--- src/hdl/b40_pkg.sv ---
// Types, constants and character tables for the base-40 callsign codec.
// Shared by every module of the block but b40_fifo; no dependencies.
package b40_pkg;

    localparam int CODE_W  = 48;
    localparam int CHAR_W  = 8;
    localparam int DIGIT_W = 6;
    localparam int COUNT_W = 4;

    localparam logic [CODE_W-1:0] MAX_CODE = 48'hEE6B27FFFFFF;

    // Divide by 40 in 16-bit slices: v = rem*2^16 + slice < 40*2^16,
    // q = (v * RECIP) >> RECIP_SHIFT is exact over that range.
    localparam int SLICE_W     = 16;
    localparam int SLICES      = CODE_W / SLICE_W;
    localparam int STEP_W      = 2;
    localparam int VAL_W       = DIGIT_W + SLICE_W;
    localparam int RECIP_SHIFT = 27;
    localparam logic [VAL_W-1:0] RECIP = 22'd3355444;

    typedef enum logic [1:0] {
        OP_ENC,
        OP_DEC,
        OP_ERR
    } t_op;

    typedef enum logic [1:0] {
        BS_IDLE,
        BS_DIV,
        BS_EMIT
    } t_bstate;

    typedef struct packed {
        logic              func;
        logic [CHAR_W-1:0] char_in;
        logic              last_char;
        logic [CODE_W-1:0] code_in;
    } t_in_item;

    typedef struct packed {
        logic [CHAR_W-1:0] char_out;
        logic [CODE_W-1:0] code_out;
        logic              error;
        logic              last_out;
    } t_result;

    typedef struct packed {
        t_op                op;
        logic [DIGIT_W-1:0] digit;
        logic               last;
        logic [CODE_W-1:0]  code;
    } t_cmd;

    // Position in " ABCDEFGHIJKLMNOPQRSTUVWXYZ0123456789-/."; unknown maps to space.
    function automatic logic [DIGIT_W-1:0] digit_of(input logic [CHAR_W-1:0] c);
        logic [DIGIT_W-1:0] d;
        case (c) inside
            8'h20:          d = 6'd0;
            [8'h41:8'h5A]:  d = DIGIT_W'(c - 8'h40);
            [8'h30:8'h39]:  d = DIGIT_W'(c - 8'h15);
            8'h2D:          d = 6'd37;
            8'h2F:          d = 6'd38;
            8'h2E:          d = 6'd39;
            default:        d = 6'd0;
        endcase
        return d;
    endfunction

    function automatic logic [CHAR_W-1:0] alpha_char(input logic [DIGIT_W-1:0] d);
        logic [CHAR_W-1:0] c;
        case (d) inside
            6'd0:           c = 8'h20;
            [6'd1:6'd26]:   c = CHAR_W'(d) + 8'h40;
            [6'd27:6'd36]:  c = CHAR_W'(d) + 8'h15;
            6'd37:          c = 8'h2D;
            6'd38:          c = 8'h2F;
            6'd39:          c = 8'h2E;
            default:        c = 8'h00;
        endcase
        return c;
    endfunction

endpackage

--- src/hdl/b40_front.sv ---
// Front end: takes input beats, maps characters to digits and range-checks codes.
// Depends on b40_pkg.
module b40_front (
    input  logic              i_push,
    input  b40_pkg::t_in_item i_item,
    input  logic              i_cmd_full,
    output logic              o_full,
    output logic              o_cmd_wr,
    output b40_pkg::t_cmd     o_cmd
);
    import b40_pkg::*;

    logic accept;

    assign o_full = i_cmd_full;
    assign accept = i_push && !i_cmd_full;

    always_comb begin
        o_cmd.digit = digit_of(i_item.char_in);
        o_cmd.last  = i_item.last_char;
        o_cmd.code  = i_item.code_in;
        o_cmd_wr    = accept;
        if (!i_item.func) begin
            o_cmd.op = OP_ENC;
        end else if (i_item.code_in > MAX_CODE) begin
            o_cmd.op = OP_ERR;
        end else begin
            o_cmd.op = OP_DEC;
            // a zero code yields no characters, so it never reaches the back end
            if (i_item.code_in == '0) begin
                o_cmd_wr = 1'b0;
            end
        end
    end

endmodule

--- config.mk ---
export PLATFORM = sky130hd
export DESIGN_NAME = b40_front
export DESIGN_NICKNAME = d
export VERILOG_FILES = /design/src/hdl/b40_pkg.sv /design/src/hdl/b40_front.sv
export SDC_FILE = /design/constraint.sdc
export NUM_CORES = 1
export LEC_CHECK = 0
export ABC_AREA = 1
export BUFFER_PORTS_ARGS = -buffer_cell sky130_fd_sc_hd__buf_2
export CORE_MARGIN = 3
export CORE_UTILIZATION = 35
export DETAILED_ROUTE_END_ITERATION = 7
export GPL_TIMING_DRIVEN = 0
export PLACE_DENSITY_LB_ADDON = 0.2
export SLEW_MARGIN = 20
export SYNTH_ARGS = -nofsm -noshare
export SYNTH_HDL_FRONTEND = slang
export SYNTH_SLANG_ARGS = --single-unit
--- constraint.sdc ---
create_clock -name vclk -period 3.6
set_clock_uncertainty 0.15 [all_clocks]
set_input_delay 0.36 -clock vclk [all_inputs]
set_output_delay 0.36 -clock vclk [all_outputs]
set_load 0.005 [all_outputs]
# Word-level counts from Yosys, hierarchy flattened
# Cells that the tools add are included.
[totals] regBits=0 in_bits=60 out_inout_bits=59 wordCells=27
[classes] n_addsub=2 order_cmp=5 eq_ne=4 mux=11 n_reduce_logical=5
[op_table] cell="$gt A48 B48 Y1 const B" n=1
[op_table] cell="$logic_not A48 Y1" n=1
[op_table] cell="$mux W6" n=6
[op_table] cell="$eq A8 B6 Y1 const B" n=4
[op_table] cell="$ge A8 B6 Y1 const B" n=1
[op_table] cell="$ge A8 B7 Y1 const B" n=1
[op_table] cell="$le A8 B6 Y1 const B" n=1
[op_table] cell="$le A8 B7 Y1 const B" n=1
[op_table] cell="$sub A6 B1 Y6 const B" n=1
[op_table] cell="$sub A6 B5 Y6 const B" n=1
[op_table] cell="$mux W2" n=2
[op_table] cell="$logic_and A1 B1 Y1" n=3
[op_table] cell="$mux W1" n=3
[op_table] cell="$logic_not A1 Y1" n=1

# Longest topological paths before layout
# Gate-level depths: netlist (run 1).
[logic_depth] depth_word=7 mapped_depth=10 depth_no_buf=10

# Least setup slack after synthesis (run 1)
# No wires, ideal clock.
[synth_timing] path_kind="input to output" start="input port i_item[50] in the netlist's numbering" end="output port o_cmd[52] in the netlist's numbering" t_arrival_ps=1206 required_time_ps=3090 setup_slack_ps=1884 cell_stages=8 n_path_buf=0 cell_sequence="inv_1 > ha_1 > inv_1 > nand3_1 > nand3_2 > a21oi_1 > nor2_1 > nor2_1"
[synth_rtl] element="start: declaration" line_no="b40_front.sv:5" rtl="input b40_pkg::t_in_item i_item,"
[synth_rtl] element="end: declaration" line_no="b40_front.sv:9" rtl="output b40_pkg::t_cmd o_cmd"

==> results of run 1 <==
[power breakdown]
part | internal (mW) | total (mW) | switching [mW]
Combinational | 0.0932 | 0.162 | 0.0687
Sequential | 0 | 0 | 0
Clock | 0 | 0 | 0
[stage by stage]
stage               setup slack, ns  cell area (µm²)
floorplan                     1.884             1040
global placement              1.533             1669
detailed placement            1.533             1669
CTS                           1.521             1669
global route                  1.356             1669
finish                        1.531             1669
[worst max-delay path: stages]
cell      delay, ns
buf_2          0.13
inv_1          0.11
ha_1           0.15
inv_1          0.07
nand3_1        0.15
nand3_2        0.15
or2_1          0.25
o211ai_2       0.06
buf_2          0.13
[layout make-up]
cell class,instances,area share [%]
inverter,19,4.273
buffer,50,22.49
multi-input combinational,118,35.53
timing repair buffer,118,35.38
tap,31,2.324
[cells in the final DEF, fill, tap and decap left out, drive strengths merged]
| cell | n |
|---|---|
| buf | 168 |
| nor2 | 45 |
| nand2 | 33 |
| inv | 19 |
| nand3 | 8 |
| a21oi | 7 |
| nand4 | 4 |
| ha | 4 |
| o21ai | 4 |
| nor3 | 3 |
| nand3b | 2 |
| nor3b | 1 |
| or2 | 1 |
| o211ai | 1 |
| o21a | 1 |
| xor2 | 1 |
| o22ai | 1 |
| and2 | 1 |
| a31oi | 1 |
[cell families (layout without fill, tap and decap cells)]
kind of cell | count (synthesis) | count (layout) | synth area share [%]
XOR/XNOR | 1 | 1 | 0.8425
AO/OA/AOI/OAI | 15 | 15 | 8.785
buffers and inverters | 69 | 187 | 42.96
adder cells (fa/ha/maj) | 4 | 4 | 4.814
AND/OR/NAND/NOR | 98 | 98 | 42.60
[cells in the mapped netlist, types with 2 or more instances]
| library cell | count |
|---|---|
| nand3b_1 | 2 |
| buf_4 | 50 |
| nor3_1 | 3 |
| nand2_1 | 31 |
| inv_2 | 3 |
| nand4_1 | 4 |
| nand3_2 | 3 |
| a21oi_1 | 6 |
| nor2_1 | 43 |
| ha_1 | 4 |
| nand3_1 | 5 |
| inv_1 | 16 |
| o21ai_0 | 3 |
[per-layer routing]
metal,vias up,GRT usage [%]
met5,-,0
met1,586,18.08
met3,0,1.489
met2,64,30.71
met4,0,0
li1,772,-
[how the worst min path moves through the flow]
| stage | end | slack [ns] | cells past startpoint |
|---|---|---|---|
| floorplan | o_cmd_wr | 0.64 | 1 |
| global placement | o_cmd[48] | 0.74 | 2 |
| detailed placement | o_cmd[48] | 0.74 | 2 |
| CTS | o_cmd[48] | 0.74 | 2 |
| global route | o_cmd[48] | 0.74 | 2 |
| finish | o_cmd[48] | 0.74 | 2 |
==> reports/qor.yml, run 1 <==
run_status:
  status: "finished clean"
sta:
  slew_violations: 0
  fin_hold_ws_ns: 0.7376
  hold_viol: 0
  setup_viol: 0
  setup_tns_ns: 0
  worst_pin_slew_ns: 0.2665
  rsz0062_at_grt: "no"
  fin_crit_ns: 2.069
  clock.fmax_mhz: 483.3
  slew_headroom_pct: 82.20
  fin_crit_sh_pct: 57.47
yosys:
  yosysSeqAreaShare_pct: 0
  synth_top_cell_area_share_pct: 36.10
  yosys_warnings: 0
  synth_top_cell_by_area: "buf_4"
  syn_nets: 251
  syn_inst: 187
  synthDistinctLibCells: 27
  synthTopCellsByArea: "buf_4, nor2_1, nand2_1, inv_1, ha_1"
  synth_area_um2: 1040
  syn_avg_cell_area_um2: 5.560
detailed_routing:
  drt_wl_total_mm: 3.051
  top_layer: "met3"
  drtAntennaViolNets: 0
  wire_per_inst_um: 9.080
  via_per_inst: 4.232
  first_pass_iters: 4
  wl_met1_mm: 1.181
  dr_wl_met3_um: 344
  vias: 1422
  dr.first_iter.drc_count: 36
  dr_wl_met2_mm: 1.525
  drc: 0
final_layout:
  final_cells: 336
  seqCellArea_um2: 0
  seq_cells: 0
  nClkBuffers: 0
  nFillCells: 318
  drive_above_1_share_pct: 59.02
  final_core_util_pct: 59.50
  diodes: 0
  multi_input_area_um2: 593.1
  fin_nets: 371
  syn_to_final_growth_pct: 60.53
global_route:
  track_usage_pct: 15.16
  overflow: 0
  grt_pass1_vias: 1152
  antenna_found_initial: 0
  grt_pass1_wl_mm: 4.581
  grt_max_degree: 9
clocking:
  cts_resized: 0
  postCtsSetupBuffers: 0
  ctsHoldBuffers: 0
worst_setup_path:
  crit_type: "input pin to output port"
  startpoint_type: "input pin"
  end_kind: "output port"
  cp-startpoint: "i_item[50]"
  required_ns: 3.09
  crit_end: "o_cmd[50]"
  arrival_ns: 1.56
  path_max_fanout: 6
placed_design:
  place_congestion: 0.8129
  io_buffers: 118
  dpl.hpwl_mm: 2.833
  dp.cells: 336
floorplan:
  fp.coreArea_um2: 2805
  start_util_pct: 37.07
  die_x_um: 60.51
  fp-row-count: 19
  io_pins: 119
  die_y_um: 60.51
  dieArea_um2: 3661
power_and_ir_drop:
  powerDensity_nw_per_um2: 97.00
  total_power_mw: 0.1619
  peakVddDrop_mv: 0.04585
  p_leak_nw: 1.044
worst_hold_path:
  min-delay-start: "i_item[48]"
  hold_class: "input pin to output port"
job:
  cap_violations: 0
Note: power is estimated with default switching activity, not from simulation.
==> run 2: changes to the inputs <==
--- a/config.mk
+++ b/config.mk
@@ -8,7 +8,7 @@
 export ABC_AREA = 1
 export BUFFER_PORTS_ARGS = -buffer_cell sky130_fd_sc_hd__buf_2
 export CORE_MARGIN = 3
-export CORE_UTILIZATION = 35
+export CORE_UTILIZATION = 32
 export DETAILED_ROUTE_END_ITERATION = 7
 export GPL_TIMING_DRIVEN = 0
 export PLACE_DENSITY_LB_ADDON = 0.2
==> constraint.sdc (replaced) <==
create_clock -name vclk -period 1.83
set_clock_uncertainty 0.15 [all_clocks]
set_input_delay 0.183 -clock vclk [all_inputs]
set_output_delay 0.183 -clock vclk [all_outputs]
set_load 0.005 [all_outputs]
==> run 2 against run 1 <==
Design area rose by 2.4%; worst setup slack got worse by 1.4 ns; power rose by 98%; final cell count rose by 3.9%; sequential cell count did not move; first-iteration DRC count fell by 47%; worst hold slack got worse by 0.36 ns; utilization fell by 4.0 points; clock-buffer cell count did not move; non-clock buffer count did not move; critical endpoint is now o_cmd[52].
==> reports/qor.yml, run 2 (synthesis gave the netlist of run 1 again) <==
worst_hold_path:
  hold_class: "input pin to output port"
final_layout:
  drive_above_1_share_pct: 59.67  # +0.66 points
  final_common_cell: "buf_2"
  seqCellArea_um2: 0  # unchanged
  fin_nets: 371  # unchanged
  layout_common_cells: "buf_2, buf_4, nor2_1, nand2_1, inv_1"
  syn_to_final_growth_pct: 64.38
  seq_cells: 0  # unchanged
  nClkBuffers: 0  # unchanged
  diodes: 0  # unchanged
  final_area_um2: 1709  # +2.4%
  nFillCells: 348  # +9.4%
  multi_input_area_um2: 616.8  # +4.0%
placed_design:
  place_congestion: 0.7983  # -1.8%
  io_buffers: 118  # unchanged
  dpl.hpwl_mm: 2.822  # -0.40%
  place_area_um2: 1685  # +0.97%
  pre_cts_ws_ns: 0.1214  # -1.412 ns
sta:
  worst_pin_slew_ns: 0.3696  # +0.1031 ns
  slew_violations: 0  # unchanged
  fin_crit_sh_pct: 90.77
  fin_crit_ns: 1.661
  rsz0062_at_grt: "no"
  setup_viol: 0  # unchanged
  setup_tns_ns: 0  # unchanged
  hold_viol: 0  # unchanged
  slew_headroom_pct: 75.31  # -6.9 points
  clock.fmax_mhz: 602.0
  final.setup.worst_slack_ns: 0.1689  # -1.362 ns
run_status:
  status: "finished clean"
floorplan:
  io_pins: 119  # unchanged
  fp.coreArea_um2: 3078  # +9.7%
  fp-row-count: 20  # +1
  start_util_pct: 33.78  # -3.3 points
  die_x_um: 63  # +4.1%
  dieArea_um2: 3969  # +8.4%
  die_y_um: 63  # +4.1%
global_route:
  grt_pass1_vias: 1239  # +7.6%
  grt_pass1_wl_mm: 5.161  # +13%
  track_usage_pct: 14.67  # -0.49 points
  antenna_found_initial: 0  # unchanged
  grt_max_degree: 9  # unchanged
  overflow: 0  # unchanged
worst_setup_path:
  path_max_fanout: 8  # +2
  startpoint_type: "input pin"
  arrival_ns: 1.33  # -0.23 ns
  crit_type: "input pin to output port"
  end_kind: "output port"
  required_ns: 1.50  # -1.59 ns
power_and_ir_drop:
  peakVddDrop_mv: 0.1048  # +130%
  p_leak_nw: 1.047  # +0.30%
  powerDensity_nw_per_um2: 187.8  # +94%
detailed_routing:
  drt_wl_total_mm: 3.028  # -0.75%
  drtAntennaViolNets: 0  # unchanged
  first_pass_iters: 3  # -1
  drc: 0  # unchanged
  via_per_inst: 4.138  # -2.2%
  dr.first_iter.drc_count: 19  # -47%
  vias: 1444  # +1.5%
  wire_per_inst_um: 8.676  # -4.5%
job:
  cap_violations: 0  # unchanged
clocking:
  ctsHoldBuffers: 0  # unchanged
[run 2: cell counts in the layout (fill, tap and decap cells not counted)]
No cell type changed its count.
[run 2: power breakdown]
part	leakage [nW]	internal, mW	total, mW	switching [mW]
clock network	0	0	0	0
logic	1.05	0.185	0.321	0.136
registers	0	0	0	0
total	1.05	0.185	0.321	0.136
[run 2: through the flow]
stage | power [mW] | std cells | util [%] | hold WS [ns]
6_report | 0.3210 | 349 | 55.53 | 0.3824
2_1_floorplan | 0.1597 | 187 | - | 0.2907
5_1_grt | 0.3625 | 349 | 55.53 | 0.3929
3_3_place_gp | 0.3179 | 349 | 54.76 | 0.3836
3_5_place_dp | 0.3207 | 349 | 54.76 | 0.3846
4_1_cts | 0.3217 | 349 | 54.76 | 0.3846
[run 2: routing by layer]
metal,global-route usage (%),part of all wire [%],vias up
met1,16.88,39,606
met3,2.338,10,0
li1,-,-,774
met5,0,0,-
met4,0,0,0
met2,29.38,51,64
[run 2: what timing repair did]
action,in CTS,in global routing
setup endpoints to repair,0,4
buffers inserted,0,0
gates resized for setup,0,4
[run 2: worst max-delay path, stage by stage]
cell and delay (ns):
buf_2 0.14, inv_1 0.07, ha_1 0.20, inv_1 0.08, nand2_1 0.06, nand2_1 0.05
nand3_1 0.11, nand3_4 0.13, inv_2 0.04, nor2_1 0.09, nor2_1 0.04, buf_2 0.12
[run 2: area by class of cell]
| cell class | count | area share [%] |
|---|---|---|
| buffer | 50 | 21.96 |
| inverter | 19 | 4.173 |
| multi-input combinational | 118 | 36.09 |
| tap | 44 | 3.221 |
| timing repair buffer | 118 | 34.55 |
[run 2: final timing paths]
path | slack (ns) | start | endpoint | depth (start not counted)
min | 0.38 | i_item[48] | o_cmd[48] | 2
max | 0.17 | i_item[49] | o_cmd[52] | 12
