--- src/hdl/b40_fifo.sv ---
// Small register queue used between the codec's stages.
// Generic in width and depth; no package dependencies.
module b40_fifo #(
    parameter int WIDTH = 8,
    parameter int DEPTH = 2
) (
    input  logic             i_clk,
    input  logic             i_rst_n,
    input  logic             i_wr,
    input  logic [WIDTH-1:0] i_data,
    output logic             o_full,
    input  logic             i_rd,
    output logic [WIDTH-1:0] o_data,
    output logic             o_empty
);
    localparam int PTR_W = (DEPTH > 1) ? $clog2(DEPTH) : 1;
    localparam int CNT_W = $clog2(DEPTH + 1);

    logic [WIDTH-1:0] r_mem [DEPTH];
    logic [PTR_W-1:0] r_wr_ptr, n_wr_ptr;
    logic [PTR_W-1:0] r_rd_ptr, n_rd_ptr;
    logic [CNT_W-1:0] r_count, n_count;
    logic             wr_en, rd_en;

    assign o_full  = (r_count == CNT_W'(DEPTH));
    assign o_empty = (r_count == '0);
    assign o_data  = r_mem[r_rd_ptr];
    assign wr_en   = i_wr && !o_full;
    assign rd_en   = i_rd && !o_empty;

    always_comb begin
        n_wr_ptr = r_wr_ptr;
        n_rd_ptr = r_rd_ptr;
        n_count  = r_count;
        if (wr_en) begin
            n_wr_ptr = (r_wr_ptr == PTR_W'(DEPTH - 1)) ? '0 : r_wr_ptr + 1'b1;
        end
        if (rd_en) begin
            n_rd_ptr = (r_rd_ptr == PTR_W'(DEPTH - 1)) ? '0 : r_rd_ptr + 1'b1;
        end
        if (wr_en && !rd_en) begin
            n_count = r_count + 1'b1;
        end else if (rd_en && !wr_en) begin
            n_count = r_count - 1'b1;
        end
    end

    always_ff @(posedge i_clk) begin
        if (!i_rst_n) begin
            r_wr_ptr <= '0;
            r_rd_ptr <= '0;
            r_count  <= '0;
        end else begin
            r_wr_ptr <= n_wr_ptr;
            r_rd_ptr <= n_rd_ptr;
            r_count  <= n_count;
        end
    end

    always_ff @(posedge i_clk) begin
        if (wr_en) begin
            r_mem[r_wr_ptr] <= i_data;
        end
    end

endmodule

--- config.mk ---
export PLATFORM = sky130hd
export DESIGN_NAME = b40_fifo
export DESIGN_NICKNAME = d
export VERILOG_FILES = /design/src/hdl/b40_fifo.sv
export SDC_FILE = /design/constraint.sdc
export NUM_CORES = 1
export LEC_CHECK = 0
export BUFFER_PORTS_ARGS = -buffer_cell sky130_fd_sc_hd__buf_2
export CAP_MARGIN = 20
export CORE_MARGIN = 3
export CORE_UTILIZATION = 42
export CTS_BUF_LIST = sky130_fd_sc_hd__clkbuf_2 sky130_fd_sc_hd__clkbuf_4 sky130_fd_sc_hd__clkbuf_8
export DETAILED_ROUTE_END_ITERATION = 10
export GPL_TIMING_DRIVEN = 1
export PLACE_DENSITY = 0.68
export SYNTH_ARGS = -nofsm -noshare
export SYNTH_HDL_FRONTEND = slang
export SYNTH_SLANG_ARGS = --single-unit
--- constraint.sdc ---
create_clock -name i_clk -period 2.4 [get_ports i_clk]
set_input_delay 0.12 -clock i_clk [delete_from_list [all_inputs] [get_ports i_clk]]
set_output_delay 0.12 -clock i_clk [all_outputs]
set_load 0.005 [all_outputs]
==> Yosys cells after proc, flatten, opt, wreduce, memory -nomap -nowiden <==
Memories as Yosys holds them, arrays and structs flattened. A register that Yosys moved wholly into a read port is not among the register bits.
Cells that the tools add are included.
{ "word_totals": {"out_inout_bits": 10, "elab_cells": 27, "mem_count": 1, "latchBits": 0, "mem_bits_ro": 0, "ramBits": 16, "register_bits": 4, "in_bits": 12} }
{ "classes": {"bitwise": 0, "n_div": 0, "mul": 0, "n_reduce_logical": 10, "addsub": 4, "muxes": 8, "n_eq_ne": 1, "n_shift": 0, "magnitude_cmp": 0} }
{ "mem_list": {"columns": ["memory", "depth", "word_bits", "rd", "rd_clocked_by_memory_dff", "write_ports", "line_no", "source"], "rows": [
  ["r_mem", 2, 8, 1, 1, 1, "19", "logic [WIDTH-1:0] r_mem [DEPTH];"]
]} }
{ "op_table": {"columns": ["op", "count"], "rows": [
  ["$mux W1", 6],
  ["$logic_and A1 B1 Y1", 4],
  ["$logic_not A1 Y1", 4],
  ["$mux W2", 2],
  ["$add A1 B1 Y1 const B", 2],
  ["$add A2 B1 Y2 const B", 1],
  ["$eq A2 B2 Y1 const B", 1],
  ["$logic_not A2 Y1", 1],
  ["$reduce_bool A2 Y1", 1],
  ["$sub A2 B1 Y2 const B", 1]
]} }

==> Longest topological paths before layout <==
Gate-level depths: netlist of run 1.
{ "logic_depth": {"depth_word": 7, "depth_mapped": 7, "ltp_nobuf": 7} }

==> Least setup slack after synthesis of run 1 <==
OpenSTA, ideal clock, no wires.
{ "synth_timing": {"path_type": "reg-to-reg", "startpoint": "reg r_count[0]", "endpoint": "reg r_count[1]", "setup_ns": 0.070, "t_required_ns": 2.330, "path_buffers": 0, "period_less_slack_ns": 1.454, "t_arrival_ns": 1.384, "stages_incl_launch_ff": 7, "setup_slack_ns": 0.946, "cell_sequence": "dfxtp_1 -> nand2b_1 -> inv_2 -> nor2_1 -> ha_1 -> or3_1 -> a21boi_1"} }
{ "synth_via": {"elab_chain_len": 6, "word_cells_on_any_way": 15, "classes_between": "add/sub: 2; eq/ne: 1; mux: 2; reduce/logical: 10"} }
{ "synth_lines": {"columns": ["item", "line_no", "source"], "rows": [
  ["start, declared", "22", "logic [CNT_W-1:0] r_count, n_count;"],
  ["start signal, assigned", "56", "r_count <= n_count;"],
  ["$eq A2 B2 Y1 *", "25", "assign o_full = (r_count == CNT_W'(DEPTH));"],
  ["named net o_full", "11", "output logic o_full,"],
  ["$logic_not A1 Y1 *", "28", "assign wr_en = i_wr && !o_full;"],
  ["$logic_and A1 B1 Y1 *", "28", null],
  ["$logic_not A1 Y1", "43", "end else if (rd_en && !wr_en) begin"],
  ["$logic_and A1 B1 Y1", "43", null],
  ["$reduce_bool A2 Y1 (no source line)", null, null]
]} }
The timed path passes the listed nets; every way through them passes the cells marked *. The select of a mux whose other input is x is not followed.
A chain may end at the register's enable or synchronous reset.

==> Final worst setup path of run 1 <==
{ "layout_timing": {"startpoint": "reg r_count[0]", "endpoint": "reg r_count[1]"} }
{ "layout_via": {"elab_chain_len": 6, "word_cells_on_any_way": 15, "classes_between": "add/sub: 2; eq/ne: 1; mux: 2; reduce/logical: 10"} }
{ "layout_lines": {"columns": ["item", "line_no"], "rows": [
  ["$eq A2 B2 Y1 or $logic_not A2 Y1 (tied branches)", "25, 26"],
  ["$logic_not A1 Y1, on equally long branches", "28, 29"],
  ["$logic_and A1 B1 Y1, on equally long branches", "28, 29"],
  ["$logic_not A1 Y1, on equally long branches", "43, 41"],
  ["$logic_and A1 B1 Y1, on equally long branches", "43, 41"],
  ["$reduce_bool A2 Y1 (no source line) or $mux W2 (tied branches)", null]
]} }
Parallel ways exist; a longest one is shown, timed or not. The select of a mux whose other input is x is not followed.

==> flow_metrics.py, run 1 <==
metrics = {
    "logic_synthesis": {
        "synth-edff-count": 16,
        "synth-async-reset-ratio_pct": 0,
        "synthFlopType": "edfxtp_1",
        "synth.avg_cell_area_sq_um": 16.19,
        "synth_seq_area_share_pct": 71.72,
        "synthTopCellsByCount": "edfxtp_1, mux2_2, dfxtp_1",
        "ys_warn_count": 0,
        "synth_seq_cells": 21,
        "syn_inst": 50,
        "syn-num-nets": 63,
        "yosysTopAreaCell": "edfxtp_1",
        "synthTopCellsByArea": "edfxtp_1, dfxtp_1, mux2_2",
        "syn_area_sq_um": 809.5,
        "synthMostInstantiatedCell": "edfxtp_1",
        "synth_top_area_share_pct": 59.35,
        "synth.distinct_cells": 20,
    },
    "setup_path": {
        "worstPathMaxFanout": 5,
        "crit_type": "flop to flop",
        "startpoint_type": "flop",
        "worstSetupStartpoint": "r_count[0]",
        "end_kind": "flop",
        "timing.rr.start": "r_count[0]",
        "arrival_ns": 1.79,
        "worst-endpoint-required_ns": 2.64,
    },
    "clocking": {
        "postCtsSetupRepairBufs": 0,
        "root_buffer": "clkbuf_4",
        "cts.repair.resized": 0,
        "numCtsBuffers": 3,
        "clock_path_buffers": 2,
        "cts_tree": "built",
        "insertion_delay_ns": 0.29,
        "h-tree-depth": 1,
        "clk_pin_slew_ns": 0.11,
        "clock_sinks": 21,
    },
    "placement": {
        "gp_congestion": 0.6985,
        "io_buffers": 21,
        "post-dp-hpwl_microns": 889.1,
    },
    "outcome": {
        "status": "finished, final reports clean",
    },
    "floorplanning": {
        "die_w_microns": 49.90,
        "start_util_pct": 45.89,
        "row_count": 15,
        "fp.coreArea_sq_um": 1764,
        "fp.dieH_microns": 49.90,
        "dieArea_sq_um": 2490,
        "io_pins": 22,
    },
    "timing": {
        "fin_crit_ns": 1.556,
        "fin_hold_ws_ns": 0.009573,
        "setup_tns_ns": 0,
        "tightest_slew_ns": 0.6751,
        "final.setup_skew_ns": 0.006446,
        "slew_headroom_pct": 54.75,
        "rsz0062_at_grt": "false",
        "fin_crit_sh_pct": 64.82,
        "max_freq_mhz": 642.8,
        "drv_slew": 0,
        "setup_viol": 0,
        "final_hold_viol_count": 0,
    },
    "global_routing": {
        "grt_max_degree": 13,
        "grt_pass1_wl_mm": 1.932,
        "antenna_found_initial": 0,
        "grt_pass1_vias": 498,
        "grt.overflow.total": 0,
        "grt_use_total_pct": 10.44,
    },
    "cells_and_area": {
        "final-seq-area_sq_um": 580.6,
        "fillCellCount": 169,
        "drive_gt1_share_pct": 46.05,
        "syn_to_final_growth_pct": 22.10,
        "nets": 90,
        "multi_input_area_sq_um": 216.5,
        "post-route-util_pct": 56.03,
        "antennaDiodeCount": 0,
    },
    "drt": {
        "ant_nets": 0,
        "wl_per_cell_microns": 11.81,
        "dr_total_vias": 480,
        "drt_pass1_iterations": 4,
        "vias_per_cell": 4.752,
        "drc": 0,
        "wl_mm": 1.193,
        "dr.first_iter.drc_count": 4,
    },
    "power_and_ir_drop": {
        "p_leak_nw": 0.3900,
        "max-vdd-ir-drop_mv": 0.5189,
        "finalPower_mw": 0.9499,
        "power_density_nw_per_um2": 961.0,
    },
    "run": {
        "maxCapViolCount": 0,
    },
    "worst_hold_path": {
        "holdCritPathClass": "primary input to flop",
        "hp-start": "i_data[7]",
    },
}
-- report_power, final --
part | internal, mW | leakage [nW] | switching [mW]
Combinational | 0.158 | 0.182 | 0.118
Sequential | 0.464 | 0.191 | 0.0486
Clock | 0.0619 | 0.0177 | 0.0994
-- worst paths after layout --
| path | endpoint | slack [ns] | cells past startpoint |
|---|---|---|---|
| setup / recovery | r_count[1] | 0.84 | 6 |
| setup reg to reg | r_count[1] | 0.84 | 6 |
| hold reg to reg | r_count[1] | 0.54 | 2 |
| hold / removal | r_mem[1][7] | 0.01 | 1 |
-- metal layers --
metal	up-vias	global-route usage, %	wire length [microns]
li1	236	-	-
met1	225	11.03	495
met2	17	19.16	621
met3	2	3.021	64
met4	0	4.147	11
met5	-	0	0
-- critical path, cell delays in order, from the launching register on --
cell and delay, ns:
dfxtp_1 0.43, nand2b_1 0.17, inv_2 0.06, nor2_1 0.09, ha_1 0.27, or3_1 0.35, a21boi_1 0.13
-- cell type report --
type | instances | area share [%]
Clock buffer | 3 | 2.278
Clock inverter | 1 | 0.5063
Inverter | 2 | 0.7595
Multi-Input combinational cell | 26 | 21.90
Sequential cell | 21 | 58.73
Tap cell | 25 | 3.165
Timing Repair Buffer | 23 | 12.66
-- flip-flops by register name, indices dropped and copies added, names as in the netlist, named ones only --
signal	cells
r_mem	16
r_count	2
r_wr_ptr	1
r_rd_ptr	1
-- cell families after synthesis --
| group | synth area share (%) |
|---|---|
| simple gates | 6.803 |
| buf+inv | 1.544 |
| compound gates | 4.018 |
| xor+xnor | 3.246 |
| mux | 11.13 |
| fa+ha+maj | 1.545 |
| flops | 71.72 |
-- per-stage QoR --
step / setup slack, ns / cell area [sq um] / cells
6_report: 0.8444 / 988.4 / 101
5_1_grt: 0.7167 / 988.4 / 101
4_1_cts: 0.8329 / 968.4 / 99
3_5_place_dp: 0.8507 / 940.9 / 95
3_3_place_gp: 0.9120 / 940.9 / 95
2_1_floorplan: 0.9460 / 809.5 / 50
-- what timing repair did --
item,in CTS,in global routing
endpoints found under the hold margin,0,2
hold buffers,0,2
endpoints found under the setup margin,0,0
-- cells in the final DEF, fill, tap and decap left out --
cell / count
a21boi_0: 1
a21boi_1: 1
and2_1: 3
and3_1: 1
buf_2: 21
clkbuf_4: 3
clkinv_2: 1
dfxtp_1: 5
dlygate4sd3_1: 2
edfxtp_1: 16
ha_1: 1
inv_1: 1
inv_2: 1
mux2_2: 8
nand2b_1: 1
nor2_1: 2
nor3_2: 1
o21a_1: 1
o21ai_0: 1
o21ai_1: 1
or3_1: 1
xnor2_1: 2
xor2_1: 1
No activity file was read; power rests on OpenSTA's default activity.
==> run 2: changes to the inputs <==
==> constraint.sdc (replaced) <==
create_clock -name i_clk -period 1.6 [get_ports i_clk]
set_input_delay 0.08 -clock i_clk [delete_from_list [all_inputs] [get_ports i_clk]]
set_output_delay 0.08 -clock i_clk [all_outputs]
set_load 0.005 [all_outputs]
==> flow_metrics.py, run 2 (same netlist as run 1, synthesis figures left out) <==
metrics = {
    "outcome": {
        "status": "finished, final reports clean",
    },
    "clocking": {
        "root_buffer": "clkbuf_4",
        "clk_pin_slew_ns": 0.11,
        "clock_sinks": 21,
        "h-tree-depth": 1,
        "cts_tree": "built",
        "insertion_delay_ns": 0.30,
        "clock_path_buffers": 2,
        "numCtsBuffers": 3,
    },
    "drt": {
        "ant_nets": 0,
        "wl_mm": 1.278,
        "dr.first_iter.drc_count": 4,
        "drc": 0,
        "vias_per_cell": 4.618,
        "drt_pass1_iterations": 2,
        "wl_per_cell_microns": 11.62,
        "dr_total_vias": 508,
    },
    "setup_path": {
        "crit_type": "flop to flop",
        "slowest_delay_ns": 0.38,
        "timing.rr.start": "r_count[0]",
        "arrival_ns": 1.77,
        "worstSetupStartpoint": "r_count[0]",
        "worst-endpoint-required_ns": 1.82,
        "crit_buf_inv": 1,
        "end_kind": "flop",
        "cp_slowest_cell": "dfxtp_4",
        "cp_top_family": "simple AND/OR/NAND/NOR gates",
        "worstPathMaxFanout": 5,
        "startpoint_type": "flop",
        "crit_chain": "nand2b_4 -> inv_2 -> nor2_1 -> ha_1 -> or3_1 -> a21boi_1",
    },
    "floorplanning": {
        "dieArea_sq_um": 2490,
        "io_pins": 22,
        "fp.dieH_microns": 49.90,
        "fp.coreArea_sq_um": 1764,
        "row_count": 15,
        "die_w_microns": 49.90,
        "start_util_pct": 45.89,
    },
    "placement": {
        "placed_cells": 97,
        "pre_cts_ws_ns": 0.03737,
        "io_buffers": 21,
        "post-dp-hpwl_microns": 840.6,
        "gp_congestion": 0.6532,
        "dpl_cell_area_sq_um": 955.9,
    },
    "worst_hold_path": {
        "hp-start": "i_rst_n",
        "holdCritPathClass": "primary input to flop",
    },
    "cells_and_area": {
        "drive_gt1_share_pct": 48.24,
        "syn_to_final_growth_pct": 33.85,
        "top_regs": "r_mem: 16 flops, r_count: 2 flops",
        "regMostFlops": "r_mem",
        "fin_cells": 110,
        "largest_register_ffs": 16,
        "nets": 99,
        "final_cell_mix": "buf_2, edfxtp_1, mux2_2, dlygate4sd3_1",
        "post-route-util_pct": 61.42,
        "antennaDiodeCount": 0,
        "layout_commonest_cell": "buf_2",
        "fillCellCount": 155,
        "finalInstanceArea_sq_um": 1084,
    },
    "timing": {
        "max_freq_mhz": 646.2,
        "final.setup_skew_ns": 0.003135,
        "drv_slew": 0,
        "fin_crit_sh_pct": 96.72,
        "setup_viol": 0,
        "tightest_slew_ns": 0.3702,
        "final_hold_viol_count": 0,
        "fin_crit_ns": 1.547,
        "setup_tns_ns": 0,
        "slew_headroom_pct": 75.32,
        "fin_ws_ns": 0.05250,
        "fin_hold_ws_ns": 0.04469,
    },
    "global_routing": {
        "antenna_found_initial": 0,
        "grt_pass1_wl_mm": 2.014,
        "grt.overflow.total": 0,
        "grt_pass1_vias": 511,
        "grt_max_degree": 13,
        "grt_use_total_pct": 10.99,
    },
    "power_and_ir_drop": {
        "p_leak_nw": 0.4346,
        "max-vdd-ir-drop_mv": 0.7971,
        "power_density_nw_per_um2": 1393,
        "finalPower_mw": 1.509,
    },
    "run": {
        "maxCapViolCount": 0,
    },
}
run 2: changes by cell type in the layout (fill, tap and decap cells not counted), sizes merged:
cell         change
dlygate4sd3      +6
buf              +3
run 2: per-layer routing:
layer  vias to the layer above  global-route usage [%]  wire length [microns]
met5                         -                       0                      0
met4                         0                   5.530                     19
met3                         4                   2.719                     69
met2                        15                   19.60                    662
met1                       233                   11.91                    526
li1                        256                       -                      -
run 2: worst paths after layout:
check                                   to  slack, ns  cells after the start
worst max-delay path            r_count[1]       0.05                      6
worst min-delay path              r_wr_ptr       0.04                      2
worst max register to register  r_count[1]       0.05                      6
worst min register to register  r_count[1]       0.57                      2
run 2: where the power goes:
group	total (mW)	internal [mW]	switching (mW)
logic	0.480	0.287	0.193
clock network	0.245	0.0931	0.152
registers	0.784	0.704	0.0800
run 2: area by class of cell:
type	count	area [sq um]	area share, %
inverter	2	7.507	0.6928
sequential	21	585.6	54.04
multi-input combinational	26	224.0	20.67
clock buffer	3	22.52	2.079
tap	25	31.28	2.887
timing repair buffer	32	207.7	19.17
clock inverter	1	5.005	0.4619
run 2: repair_timing:
item / 4_1_cts / 5_1_grt
hold endpoints to repair: 16 / 0
setup buffers: 0 / 1
hold buffers: 8 / 0
setup endpoints to repair: 0 / 1
resized for setup: 0 / 4
==> run 3: changes to the inputs <==
==> constraint.sdc (replaced) <==
create_clock -name i_clk -period 1.6 [get_ports i_clk]
set_input_delay 0 -clock i_clk [delete_from_list [all_inputs] [get_ports i_clk]]
set_output_delay 0 -clock i_clk [all_outputs]
set_load 0.005 [all_outputs]
==> flow_metrics.py, run 3 (same netlist as run 1, synthesis figures left out) <==
metrics = {
    "placement": {
        "gp_congestion": 0.6532,
        "io_buffers": 21,
        "post-dp-hpwl_microns": 840.6,
        "placed_cells": 97,
        "pre_cts_ws_ns": 0.03737,
    },
    "floorplanning": {
        "fp.coreArea_sq_um": 1764,
        "die_w_microns": 49.90,
        "row_count": 15,
        "io_pins": 22,
        "dieArea_sq_um": 2490,
        "fp.dieH_microns": 49.90,
        "start_util_pct": 45.89,
    },
    "global_routing": {
        "grt_pass1_wl_mm": 2.021,
        "grt.overflow.total": 0,
        "grt_use_met1_pct": 11.72,
        "top_usage_layer": "met2",
        "use_met2_pct": 19.82,
        "grtUsageMet3_pct": 2.719,
        "grt_use_total_pct": 10.99,
        "grt_pass1_vias": 514,
        "grt_max_degree": 13,
        "antenna_found_initial": 0,
    },
    "timing": {
        "slew_headroom_pct": 75.46,
        "fin_ws_ns": 0.05903,
        "final.setup_skew_ns": 0.004849,
        "drv_slew": 0,
        "fin_crit_ns": 1.541,
        "setup_viol": 0,
        "final_hold_viol_count": 0,
        "max_freq_mhz": 648.9,
        "setup_tns_ns": 0,
        "fin_crit_sh_pct": 96.31,
        "tightest_slew_ns": 0.3682,
    },
    "setup_path": {
        "arrival_ns": 1.76,
        "worst-endpoint-required_ns": 1.82,
        "startpoint_type": "flop",
        "end_kind": "flop",
        "worstPathMaxFanout": 5,
        "crit_type": "flop to flop",
    },
    "cells_and_area": {
        "drive_gt1_share_pct": 47.06,
        "final_cell_mix": "buf_2, edfxtp_1, dlygate4sd3_1, mux2_2",
        "nets": 99,
        "antennaDiodeCount": 0,
        "syn_to_final_growth_pct": 34.16,
        "regMostFlops": "r_mem",
        "fin_cells": 110,
        "layout_commonest_cell": "buf_2",
        "top_regs": "r_mem: 16 flops, r_count: 2 flops",
        "largest_register_ffs": 16,
    },
    "clocking": {
        "h-tree-depth": 1,
        "clk_pin_slew_ns": 0.11,
        "numCtsBuffers": 3,
        "cts_tree": "built",
        "clock_path_buffers": 2,
        "root_buffer": "clkbuf_4",
        "clock_sinks": 21,
        "insertion_delay_ns": 0.30,
    },
    "drt": {
        "wl_per_cell_microns": 11.35,
        "dr.first_iter.drc_count": 6,
        "wl_mm": 1.248,
        "vias_per_cell": 4.618,
        "ant_nets": 0,
        "drt_pass1_iterations": 4,
        "drc": 0,
        "dr_total_vias": 508,
    },
    "worst_hold_path": {
        "holdCritPathClass": "primary input to flop",
    },
    "run": {
        "maxCapViolCount": 0,
    },
    "outcome": {
        "status": "finished, final reports clean",
    },
    "power_and_ir_drop": {
        "power_density_nw_per_um2": 1371,
        "max-vdd-ir-drop_mv": 0.7805,
        "p_leak_nw": 0.4335,
    },
}
run 3: changes by cell type in the layout (fill, tap and decap cells not counted):
cell | before | now
buf_4 | 3 | 2
dlygate4sd3_1 | 8 | 9
run 3: through the flow:
stage | hold slack, ns | total power [mW] | instance area, sq um | util [%]
CTS | 0.06034 | 1.471 | 1074 | 60.85
global route | 0.06782 | 1.590 | 1086 | 61.56
floorplan | 0.09887 | 1.051 | 809.5 | -
finish | 0.06196 | 1.489 | 1086 | 61.56
detailed placement | 0.1922 | 1.215 | 955.9 | 54.18
global placement | 0.1872 | 1.203 | 955.9 | 54.18
run 3: report_power, final:
part	internal, mW	switching, mW	total [mW]
Combinational	0.277	0.185	0.462
Clock	0.0930	0.150	0.243
Sequential	0.704	0.0798	0.784
run 3: worst paths after layout:
check	slack [ns]	end	start	cells past startpoint
setup / recovery	0.06	r_count[1]	r_count[0]	6
hold / removal	0.06	r_wr_ptr	i_wr	3
setup reg to reg	0.06	r_count[1]	r_count[0]	6
hold reg to reg	0.57	r_count[1]	r_count[1]	2
run 3: critical path, stage by stage, from the launching register on:
cell and delay [ns]:
dfxtp_4 0.38, nand2b_4 0.14, inv_2 0.07, nor2_1 0.04
ha_1 0.32, or3_1 0.36, a21boi_1 0.16
run 3: final cells by class:
type,count,area (sq um)
fillers,156,678.2
flip-flops and latches,21,585.6
multi-input cells,26,224.0
repair buffers,32,210.2
well taps,25,31.28
clock buffers,3,22.52
inverters,2,7.507
clock inverters,1,5.005
run 3: what timing repair did:
item                       CTS  global route
gates resized for setup      0             4
hold buffers                 9             0
setup endpoints to repair    0             1
hold endpoints to repair    21             0
buffers inserted             0             0
run 3: routing by layer:
layer	vias up	wire, microns	part of all wire, %
li1	257	-	-
met1	232	516	41
met2	15	642	51
met3	4	69	5.5
met4	0	19	1.5
met5	-	0	0
